### src/rtl/core/ifd_ram.sv
// ----------------------------------------------------------------------------
// ifd_ram - generic simple dual-port RAM
// One write port, one read port, read data registered.
// ----------------------------------------------------------------------------
module ifd_ram #(
  parameter int WIDTH = 8,
  parameter int DEPTH = 16
) (
  input  logic                     clk,
  input  logic                     wr_en,
  input  logic [$clog2(DEPTH)-1:0] wr_addr,
  input  logic [WIDTH-1:0]         wr_data,
  input  logic [$clog2(DEPTH)-1:0] rd_addr,
  output logic [WIDTH-1:0]         rd_data
);

  logic [WIDTH-1:0] mem [DEPTH];

  always_ff @(posedge clk) begin
    if (wr_en) begin
      mem[wr_addr] <= wr_data;
    end
    rd_data <= mem[rd_addr];
  end

endmodule

### config.mk
export PLATFORM = sky130hd
export DESIGN_NAME = ifd_ram
export DESIGN_NICKNAME = d
export VERILOG_FILES = /design/src/rtl/core/ifd_ram.sv
export SDC_FILE = /design/constraint.sdc
export NUM_CORES = 1
export LEC_CHECK = 0
export ABC_AREA = 1
export BUFFER_PORTS_ARGS = -buffer_cell sky130_fd_sc_hd__buf_2
export CAP_MARGIN = 15
export CORE_UTILIZATION = 40
export CTS_CLUSTER_DIAMETER = 150
export DETAILED_ROUTE_END_ITERATION = 8
export GPL_ROUTABILITY_DRIVEN = 0
export PLACE_DENSITY = 0.67
export SKIP_CTS_REPAIR_TIMING = 1
export SYNTH_ARGS = -nofsm -noshare
export SYNTH_HDL_FRONTEND = slang
export SYNTH_SLANG_ARGS = --single-unit
### constraint.sdc
create_clock -name clk -period 2.3 [get_ports clk]
set_clock_uncertainty 0.2 [all_clocks]
set_input_delay 0.23 -clock clk [delete_from_list [all_inputs] [get_ports clk]]
set_output_delay 0.23 -clock clk [all_outputs]
set_load 0.05 [all_outputs]
==> metrics.csv <==
metric,value,unit
min_period,1.54,ns
synth_warnings,0,
ant_nets,0,
required,1.87,ns
syn_nets,569,
dp_slack,0.517,ns
cp_num_cells,1,
viasPerCell,4.91,
finalMaxSlewViolations,0,
grt_usage,0.195,
holdPathStages,3,
grt_remaining_overflow,0,
grt_max_degree,65,
hp-class,input port to flop,
p_per_area,906,mW/mm^2
r2r_cells,6,
dp_hpwl,8.25,mm
post-route-period-util,0.670,
final_common_cell,nand2_1,
critPathLaunchType,flop,
cts_buffers,17,
port_buffers,25,
cts_tree,done,
cp.arrival,1.11,ns
tightest_slew,0.799,ns
switching_share,0.216,
route.detailed.drc,0,
area_growth,15.6,%
cts_buffer_depth,2,
clk_latency,0.41,ns
syn_inst,551,
slew_headroom,0.465,
ios,26,
worstPathBufferInverterCount,1,
end_kind,output port,
pwr-share-clk,0.473,
cpLargestDelayFamily,flip-flops,
start_util,0.412,
cp_cell_sequence,buf_2,
syn_area_per_cell,10.5,um^2
antenna_found_initial,0,
cpPeakStageDelay,0.40,ns
grt_pass1_vias,3827,
status,finished with violations,
num_rows,43,
die_h,122,um
core-area,0.0140,mm^2
place_area,0.00604,mm^2
p_comb_frac,0.064,
firstDrtPassIters,5,
cp_slowest_cell,dfxtp_1,
fmax,649,MHz
holdWs,-0.0117,ns
failed_checks,negative hold slack,
maxCapViolations,0,
vdd_drop_max,669,uV
htreeDepth,4,
root_buffer,clkbuf_16,
die_w,122,um
layout-drive-gt1-share,0.114,
drt_wl_total,13.1,mm
seq_area_frac_synth,0.694,
grt_pass1_wl,20.7,mm
synth_cell_types,12,
setup_viol,0,
grt_setup_unrepaired,no,
netlist_area,0.00577,mm^2
p_switching,1.31,mW
critPathMaxFanout,1,
dr.first_iter.drc_count,380,
report.final.hold_viol_count,2,
vias,3797,
fin_area,0.00667,mm^2
p_int,4.73,mW
power_frac_seq,0.463,
clock_sink_count,136,
dieArea,0.0149,mm^2
antennaDiodeCount,0,
routedWlPerCell,16.9,um
tns,0,ns
final_util,0.477,
fin_ws,0.760,ns
path_clk_slew,0.06,ns
final_cell_mix,"173 x nand2_1, 128 x edfxtp_1, 100 x inv_1",
crit_type,flop to output port,
power_leakage,2.88,nW
synth_seq_cells,136,
final_nets,599,
## power groups by stage
stage / clock network, mW / logic, mW / registers (mW)
6_report: 2.86 / 0.384 / 2.80
4_1_cts: 2.88 / 0.386 / 2.80
5_1_grt: 2.98 / 0.423 / 2.80
2_1_floorplan: 0 / 0.195 / 2.89
3_5_place_dp: 0 / 0.384 / 2.85
3_3_place_gp: 0 / 0.379 / 2.85
## cells by family after synthesis
family / count (synthesis) / synth area share
flops: 136 / 0.694
simple gates: 289 / 0.210
buf+inv: 126 / 0.0952
## layout make-up
| cell class | instances | area, um^2 |
|---|---|---|
| inverters | 102 | 383 |
| well taps | 180 | 225 |
| clock inverters | 12 | 173 |
| clock buffers | 20 | 457 |
| fillers | 1240 | 7320 |
| flip-flops and latches | 136 | 4000 |
| repair buffers | 35 | 213 |
| multi-input cells | 289 | 1210 |
## cells in the mapped netlist
master / n / share of area
nand2_1: 173 / 0.11
inv_2: 2 / 0.0013
buf_6: 6 / 0.012
edfxtp_1: 128 / 0.67
buf_2: 13 / 0.011
buf_1: 1 / 0.00065
dfxtp_1: 8 / 0.028
nor2_1: 17 / 0.011
nand3b_1: 2 / 0.0026
buf_4: 4 / 0.0052
inv_1: 100 / 0.065
nand3_1: 97 / 0.084
## metal layers
layer / vias to the layer above / global-route usage / share of wire
li1: 1832 / - / -
met4: 0 / 0.0899 / 0.027
met1: 1789 / 0.256 / 0.44
met5: - / 0 / 0
met3: 29 / 0.0487 / 0.068
met2: 147 / 0.304 / 0.47
## path summary, 6_finish.rpt
check | end | slack [ns] | start
max reg2reg | rd_data[1] | 1.05 | mem[15][1]
max | rd_data[2] | 0.76 | rd_data[2]
min reg2reg | rd_data[5] | 0.47 | mem[3][5]
min | rd_data[6] | -0.01 | rd_addr[3]
## per-stage QoR
stage	power (mW)	cells
floorplan	3.09	551
global placement	3.23	742
detailed placement	3.23	742
CTS	6.06	774
global route	6.20	774
finish	6.04	774
## registers in the layout (all words and copies together) (netlist names)
register,cells
mem,128
rd_data,8
Power figures use the tool's default switching activity.
